===== config.mk =====
export PLATFORM = sky130hd
export DESIGN_NAME = bafb_ctrl
export DESIGN_NICKNAME = d
export VERILOG_FILES = /design/src/rtl/bafb_pkg.sv /design/src/rtl/bafb_ctrl.sv
export SDC_FILE = /design/constraint.sdc
export NUM_CORES = 1
export LEC_CHECK = 0
export BUFFER_PORTS_ARGS = -buffer_cell sky130_fd_sc_hd__buf_2
export CORE_AREA = 2 2 39 41
export DETAILED_ROUTE_END_ITERATION = 6
export DIE_AREA = 0 0 41 43
export GPL_ROUTABILITY_DRIVEN = 0
export GPL_TIMING_DRIVEN = 1
export PLACE_DENSITY_LB_ADDON = 0.1
export SYNTH_ARGS = -nofsm -noshare
export SYNTH_HDL_FRONTEND = slang
export SYNTH_SLANG_ARGS = --single-unit
export TNS_END_PERCENT = 20

===== constraint.sdc =====
create_clock -name clk -period 1.5 [get_ports clk]
set_clock_uncertainty 0.05 [all_clocks]
set_input_delay 0.075 -clock clk [delete_from_list [all_inputs] [get_ports clk]]
set_output_delay 0.075 -clock clk [all_outputs]
set_load 0.01 [all_outputs]

===== src/rtl/bafb_pkg.sv =====
// Shared types, field widths and operation codes for the bit-addressable field buffer.
// No dependencies; every other file in rtl imports this package.
package bafb_pkg;

	localparam int DEF_CAPACITY_BITS  = 4096;
	localparam int DEF_MAX_FIELD_BITS = 64;

	localparam int OP_W    = 3;
	localparam int FB_W    = 7;
	localparam int POS_W   = 13;
	localparam int DATA_W  = 64;
	localparam int LENB_W  = 13;
	localparam int BYTES_W = 10;

	localparam logic [OP_W-1:0] OP_WRITE       = 3'd0;
	localparam logic [OP_W-1:0] OP_READ        = 3'd1;
	localparam logic [OP_W-1:0] OP_APPEND      = 3'd2;
	localparam logic [OP_W-1:0] OP_CURSOR_READ = 3'd3;
	localparam logic [OP_W-1:0] OP_PAD         = 3'd4;
	localparam logic [OP_W-1:0] OP_CLEAR       = 3'd5;

	typedef struct packed {
		logic load;     // capture the accepted item
		logic exec;     // merge, write low word, update length and cursor
		logic wr_hi;    // write the upper word of a straddling field
		logic sweep;    // zero one store word, clear length and cursor
		logic publish;  // move the staged result into the output register
	} ctrl_cmd_t;

	typedef struct packed {
		logic is_clear;
		logic need_hi;
		logic sweep_last;
	} ctrl_status_t;

	typedef struct packed {
		logic [DATA_W-1:0]  read_data;
		logic [LENB_W-1:0]  length_bits;
		logic [BYTES_W-1:0] length_bytes;
		logic [LENB_W-1:0]  cursor_bits;
		logic               overflow;
	} result_t;

endpackage


===== src/rtl/bafb_ctrl.sv =====
// Sequencer for the field buffer: drives the datapath through read, merge and write
// steps and the clearing sweep. Depends on bafb_pkg.
module bafb_ctrl (
	input  logic                  clk,
	input  logic                  arst_n,
	input  logic                  in_valid,
	input  logic                  out_free,
	input  bafb_pkg::ctrl_status_t status,
	output bafb_pkg::ctrl_cmd_t    cmd,
	output logic                  in_ready
);
	import bafb_pkg::*;

	localparam logic [2:0] S_SWEEP_RST = 3'd0;
	localparam logic [2:0] S_IDLE      = 3'd1;
	localparam logic [2:0] S_READ      = 3'd2;
	localparam logic [2:0] S_EXEC      = 3'd3;
	localparam logic [2:0] S_WR_HI     = 3'd4;
	localparam logic [2:0] S_SWEEP_OP  = 3'd5;
	localparam logic [2:0] S_DONE      = 3'd6;

	logic [2:0] state_q;
	logic [2:0] state_d;

	always_comb begin
		state_d     = state_q;
		cmd         = '0;
		in_ready    = 1'b0;
		unique case (state_q)
			S_SWEEP_RST: begin
				cmd.sweep = 1'b1;
				if (status.sweep_last) begin
					state_d = S_IDLE;
				end
			end
			S_IDLE: begin
				in_ready = 1'b1;
				if (in_valid) begin
					cmd.load = 1'b1;
					state_d  = S_READ;
				end
			end
			S_READ: begin
				state_d = status.is_clear ? S_SWEEP_OP : S_EXEC;
			end
			S_EXEC: begin
				cmd.exec = 1'b1;
				state_d  = status.need_hi ? S_WR_HI : S_DONE;
			end
			S_WR_HI: begin
				cmd.wr_hi = 1'b1;
				state_d   = S_DONE;
			end
			S_SWEEP_OP: begin
				cmd.sweep = 1'b1;
				if (status.sweep_last) begin
					state_d = S_DONE;
				end
			end
			S_DONE: begin
				if (out_free) begin
					cmd.publish = 1'b1;
					state_d     = S_IDLE;
				end
			end
			default: begin
				state_d = S_IDLE;
			end
		endcase
	end

	always_ff @(posedge clk or negedge arst_n) begin
		if (!arst_n) begin
			state_q <= S_SWEEP_RST;
		end else begin
			state_q <= state_d;
		end
	end

endmodule


After elaboration in Yosys (flattened, before gate mapping)
Index checks and enable logic that the tools add are counted.

cells by class
  eq/ne operators = 10
  multiplexer cells = 15
  reductions and logical operators = 3

operator list
  operator            number
  $pmux 3 s7          1
  $mux 3              5
  $eq 3x3->1 const B  3
  $mux 1              8
  $ne 2x2->1 const B  4
  $eq 3x2->1 const B  2
  $reduce_and 4->1    1
  $eq 3x1->1 const B  1
  $logic_not 3->1     1
  $mux 2              1
  $reduce_or 2->1     1

word-level totals
  register bits = 3
  bits of input ports = 7
  output and inout port bits = 6
  logic and storage cells = 29

Depth between registers and ports, before layout
Gate-level depths: netlist of the first run.

  depth after elaboration = 3
  gate-level depth with buffers = 4
  gate-level depth less buffers = 3

Worst setup path after synthesis of the first run
Ideal clock, no wire load.

  path kind = reg2reg
  start = register state_q[0]
  end = register state_q[0]
  setup time = 0.128 ns
  data arrival time = 1.212 ns
  data required time = 1.322 ns
  setup slack = 0.110 ns
  stages on the path, launching flop included = 5
  buffers on the path = 1
  period minus slack after synthesis = 1.390 ns
  path through = dfrtp_1 buf_6 and4bb_4 a211oi_2 mux2_1

on the way
  longest elaborated chain between the ends = 3
  elaborated cells on any way between the ends = 13
  those cells by class = 10 x eq/ne; 1 x mux; 2 x reduce/logical

ends and longest elaborated chain
  element                                   line             source
  start: declaration                        bafb_ctrl.sv:22  logic [2:0] state_q;
  start signal: assignment                  bafb_ctrl.sv:76  state_q <= state_d;
  $eq 3x3->1, or another cell as far along  bafb_ctrl.sv:29  unique case (state_q)
  $ne 2x2->1 (no source line)               n/a
  $reduce_and 4->1 (no source line)         n/a

Parallel ways exist; a longest one is shown, timed or not.
A chain may end at the register's enable or synchronous reset.

Worst setup path after layout of the first run
Ends and elaborated chain as after synthesis.

==> results.sh, run 1 <==
export IMPL_outcome="finished, final reports clean"
export IMPL_initial_core_util_pct=20.3
export IMPL_arrival_ns=1.49
export IMPL_synth_area_top_cells="dfrtp_1 27%, buf_6 12%, o21ai_0 7.1%"
export IMPL_grt_first_pass_wirelength_mm=1.13
export IMPL_clk_pin_slew_ns=0.04
export IMPL_rsz0062_at_grt="false"
export IMPL_die_h_microns=43
export IMPL_r2r_start="state_q[0]"
export IMPL_cts_buffers=3
export IMPL_synthCells=31
export IMPL_num_vias=273
export IMPL_crit_fanout=10
export IMPL_worst_r2r_endpoint="state_q[0]"
export IMPL_ant_nets=0
export IMPL_htreeDepth=1
export IMPL_gr_usage_all_layers_pct=10.6
export IMPL_synth_cell_types=18
export IMPL_wl_microns=676
export IMPL_hold_viol=0
export IMPL_wl_per_cell_microns=10.6
export IMPL_fin_crit_ns=1.43
export IMPL_core_area_sq_mm=0.00138
export IMPL_peakVddDrop_mv=0.719
export IMPL_p_leak_uw=0.000205
export IMPL_drc=0
export IMPL_ys_warn_count=0
export IMPL_gr_total_overflow=0
export IMPL_fmaxAchievable_mhz=699
export IMPL_drtIter0Drc=3
export IMPL_grt_pass1_vias=281
export IMPL_fin_util_pct=28.8
export IMPL_dieArea_sq_mm=0.00176
export IMPL_yosys_area_top_type="dfrtp_1"
export IMPL_crit_type="reg -> reg"
export IMPL_period_share_pct=95.3
export IMPL_cp_required_ns=1.56
export IMPL_die_w_microns=41
export IMPL_reg_largest_list="state_q x3"
export IMPL_synth_avg_cell_area_sq_um=9.04
export IMPL_hpwlAfterDp_microns=492
export IMPL_area_growth_pct=42.4
export IMPL_diodes=0
export IMPL_rows=14
export IMPL_tns_ns=0
export IMPL_clk_latency_ns=0.23
export IMPL_reg2reg_slack_ns=0.07
export IMPL_setup_viol=0
export IMPL_drt_first_pass_iters=3
export IMPL_regMostFlops="state_q"
export IMPL_setup_worst_path_start_class="register"
export IMPL_cellPowerDensity_mw_per_mm2=2130
export IMPL_min_path_type="in -> async"
export IMPL_synth_fp_nets=38
export IMPL_grt_max_degree=11
export IMPL_rr_worst_depth=3
export IMPL_antenna_found_initial=0
export IMPL_max_cap_viol_count=0
export IMPL_cts_num_sinks=3
export IMPL_drive_gt1_share_pct=47.9
export IMPL_root_buffer="clkbuf_4"
export IMPL_nNetsFinal=56
export IMPL_ioPinCount=13
export IMPL_largest_register_ffs=3
export IMPL_slew_headroom_pct=88.1
export IMPL_netlist_area_leader_share_pct=26.8
export IMPL_end_kind="register"
export IMPL_cts_buffer_depth=2
export IMPL_io_buffers=12
export IMPL_yosysSeqAreaShare_pct=26.8
export IMPL_tritoncts="done"
export IMPL_worst_pin_slew_ns=0.173
export IMPL_final_max_slew_viol_count=0
export IMPL_via_per_inst=4.27
export IMPL_ys_seq_elements=3
export IMPL_netlist_area_sq_um=280
[where the power goes]
part | internal, uW | total [uW] | switching, uW
registers | 132 | 211 | 78.3
clock network | 99.7 | 142 | 42.0
logic | 276 | 499 | 224
total | 507 | 851 | 344
[metrics by stage]
step,power [uW],worst slack [ns],hold WS (ns),instances,area [sq um]
after global routing,949,0.00342,0.130,64,399
after floorplan,571,0.110,-0.271,31,280
after detailed placement,670,0.0350,-0.180,59,349
after global placement,668,0.0798,-0.178,59,349
final,851,0.0698,0.110,64,399
after CTS,848,0.0192,0.110,64,393
[worst max-delay path by stage]
stage / start / depth (start not counted) / slack, ns / endpoint
2_1_floorplan: state_q[0] / 4 / 0.11 / state_q[0]
3_3_place_gp: state_q[0] / 3 / 0.08 / state_q[0]
3_5_place_dp: state_q[0] / 3 / 0.03 / state_q[0]
4_1_cts: state_q[0] / 3 / 0.02 / state_q[0]
5_1_grt: state_q[0] / 3 / 0.003 / state_q[0]
6_report: state_q[0] / 3 / 0.07 / state_q[0]
[cell usage in the layout, fill, tap and decap left out, types with 2 or more instances in the layout]
| cell type | instances |
|---|---|
| nor2_1 | 2 |
| dfrtp_2 | 2 |
| nand2_1 | 2 |
| and3_1 | 2 |
| o21ai_0 | 4 |
| buf_4 | 2 |
| buf_2 | 12 |
| clkbuf_4 | 3 |
| and2_1 | 3 |
[synth_stat cells]
cell type,count
and3_1,2
a31o_1,1
mux2_1,1
nor3_1,1
and4bb_1,1
o21ai_0,4
a211oi_2,1
and2_1,3
nand2_1,2
and4bb_4,1
inv_1,1
buf_6,3
nor2b_1,2
dfrtp_1,3
a21oi_1,1
a21o_1,1
nor2_1,2
mux2i_1,1
[cells by family (layout without fill, tap and decap cells)]
family	after synthesis	count (layout)	synth area share, %
multiplexers	2	2	7.59
flip-flops	3	3	26.8
buffers and inverters	4	21	13.4
AND/OR/NAND/NOR	14	14	33.0
AO/OA/AOI/OAI	8	8	19.2
[timing repair]
item	in CTS	in global routing
pin swaps	0	1
buffers inserted	0	1
cloned	0	0
hold endpoints to repair	3	0
endpoints found under the setup margin	3	6
hold buffers	1	0
resized for setup	2	3
[routing by layer]
metal  track usage, %  vias to the layer above  wire length (microns)
li1                 -                      142                      -
met4             14.0                        0                     38
met2             13.4                       10                    315
met5                0                        -                      0
met1             10.9                      117                    278
met3             4.19                        4                     43
[area by class of cell]
type	instances	area [sq um]
fillers	161	985
multi-input cells	24	175
repair buffers	16	96.3
well taps	16	20.0
clock buffers	4	26.3
inverters	1	3.75
flip-flops and latches	3	77.6
[critical path, cell delays in order, from the launching register on]
cell and delay (ns):
dfrtp_2 0.44, and4bb_1 0.23, a211oi_2 0.24, mux2_1 0.35
No activity file was read; power rests on OpenSTA's default activity.
==> run 2: changes to the inputs <==
--- a/config.mk
+++ b/config.mk
@@ -11,7 +11,6 @@
 export DIE_AREA = 0 0 41 43
 export GPL_ROUTABILITY_DRIVEN = 0
 export GPL_TIMING_DRIVEN = 1
-export PLACE_DENSITY_LB_ADDON = 0.1
 export SYNTH_ARGS = -nofsm -noshare
 export SYNTH_HDL_FRONTEND = slang
 export SYNTH_SLANG_ARGS = --single-unit
==> run 2 against run 1 <==
Net effect: sequential share of layout area fell by 0.20 points; first-iteration DRC count rose by 130%; hold slack improved by 0.0011 ns; sequential power fell by 17%; critical path depth did not move; worst setup slack improved by 0.021 ns; clock power barely moved.
==> results.sh, run 2 (same netlist as run 1, synthesis figures left out) <==
export IMPL_antenna_found_initial=0
export IMPL_setup_slack_ns=0.0904
export IMPL_initial_core_util_pct=20.3
export IMPL_largest_register_ffs=3
export IMPL_drc=0
export IMPL_end_kind="register"
export IMPL_dp_slack_ns=0.106
export IMPL_diodes=0
export IMPL_outcome="finished, final reports clean"
export IMPL_area_growth_pct=39.3
export IMPL_cts_setup_buffers=0
export IMPL_ant_nets=0
export IMPL_hpwlAfterDp_microns=483
export IMPL_p_leak_uw=0.000202
export IMPL_setup_viol=0
export IMPL_fin_crit_ns=1.41
export IMPL_dieArea_sq_mm=0.00176
export IMPL_tritoncts="done"
export IMPL_multi_input_area_sq_um=173
export IMPL_num_vias=279
export IMPL_via_per_inst=4.36
export IMPL_finalInstanceArea_sq_um=390
export IMPL_cellPowerDensity_mw_per_mm2=2110
export IMPL_htreeDepth=1
export IMPL_worst_pin_slew_ns=0.209
export IMPL_grt_max_degree=8
export IMPL_reg_largest_list="state_q x3"
export IMPL_final_cell_mix="12 x buf_2, 4 x o21ai_0"
export IMPL_crit_fanout=6
export IMPL_wl_per_cell_microns=9.97
export IMPL_drive_gt1_share_pct=45.8
export IMPL_clk_latency_ns=0.23
export IMPL_ioPinCount=13
export IMPL_gr_total_overflow=0
export IMPL_layout_commonest_cell="buf_2"
export IMPL_io_buffers=12
export IMPL_die_h_microns=43
export IMPL_setup_worst_path_start_class="register"
export IMPL_die_w_microns=41
export IMPL_fmaxAchievable_mhz=709
export IMPL_cts_num_sinks=3
export IMPL_gr_usage_all_layers_pct=9.67
export IMPL_grt_first_pass_wirelength_mm=1.10
export IMPL_seqCellArea_sq_um=75.1
export IMPL_cts_buffers=3
export IMPL_slew_headroom_pct=86.0
export IMPL_peakVddDrop_mv=0.589
export IMPL_drt_first_pass_iters=4
export IMPL_placed_area_sq_um=349
export IMPL_grt_pass1_vias=286
export IMPL_total_power_uw=825
export IMPL_crit_type="reg -> reg"
export IMPL_fillers=152
export IMPL_period_share_pct=94.0
export IMPL_regMostFlops="state_q"
export IMPL_final_max_slew_viol_count=0
export IMPL_rows=14
export IMPL_root_buffer="clkbuf_4"
export IMPL_core_area_sq_mm=0.00138
export IMPL_drtIter0Drc=7
export IMPL_max_cap_viol_count=0
export IMPL_min_path_type="in -> async"
export IMPL_arrival_ns=1.47
export IMPL_rsz0062_at_grt="false"
export IMPL_tns_ns=0
export IMPL_cp_required_ns=1.56
export IMPL_clk_pin_slew_ns=0.04
export IMPL_nNetsFinal=56
export IMPL_hold_viol=0
export IMPL_wl_microns=638
export IMPL_cts_buffer_depth=2
run 2: cell count changes in the layout (fill, tap and decap cells not counted):
cell	before	now
buf_4	2	3
buf_6	1	0
dfrtp_1	1	3
dfrtp_2	2	0
nor2b_1	1	0
nor2b_2	0	2
nor2b_4	1	0
run 2: routing by layer:
metal / wire length [microns] / part of all wire [%] / GRT usage [%]
met5: 0 / 0 / 0
met4: 8 / 1.3 / 10.0
met3: 30 / 4.7 / 3.14
met2: 318 / 50 / 12.8
met1: 279 / 44 / 11.0
run 2: stage by stage:
| stage | std cells | hold slack [ns] | util, % |
|---|---|---|---|
| after global placement | 59 | -0.176 | 25.2 |
| after detailed placement | 59 | -0.175 | 25.2 |
| after floorplan | 31 | -0.271 | - |
| final | 64 | 0.111 | 28.2 |
| after global routing | 64 | 0.125 | 28.2 |
| after CTS | 64 | 0.108 | 27.8 |
run 2: layout make-up:
type | count | share of cell area [%]
Timing Repair Buffer | 16 | 23.7
Clock buffer | 4 | 6.73
Multi-Input combinational cell | 24 | 44.2
Tap cell | 16 | 5.13
Sequential cell | 3 | 19.2
Inverter | 1 | 0.962
run 2: worst max-delay path: stages (launching register included):
cell and delay (ns):
dfrtp_1 0.43, and4bb_4 0.23, a211oi_2 0.23, mux2_1 0.34
run 2: final timing paths:
| path | start | slack, ns | to | depth (start not counted) |
|---|---|---|---|---|
| setup reg to reg | state_q[0] | 0.09 | state_q[0] | 3 |
| setup / recovery | state_q[0] | 0.09 | state_q[0] | 3 |
| min in group clk | status[2] | 0.12 | state_q[2] | 3 |
| max in group asynchronous | arst_n | 1.18 | state_q[0] | 2 |
| hold / removal | arst_n | 0.11 | state_q[2] | 2 |
| hold reg to reg | state_q[2] | 0.65 | state_q[2] | 2 |
run 2: timing repair:
item / CTS / global route
hold buffers: 1 / 0
resized for setup: 0 / 2
hold endpoints to repair: 3 / 0
setup endpoints to repair: 0 / 4
run 2: power by group:
part	total [uW]	internal [uW]	leakage (uW)	switching, uW
Clock	144	99.9	0.0000150	44.5
Sequential	176	127	0.0000354	49.1
Combinational	505	262	0.000152	243
Total	825	488	0.000202	337
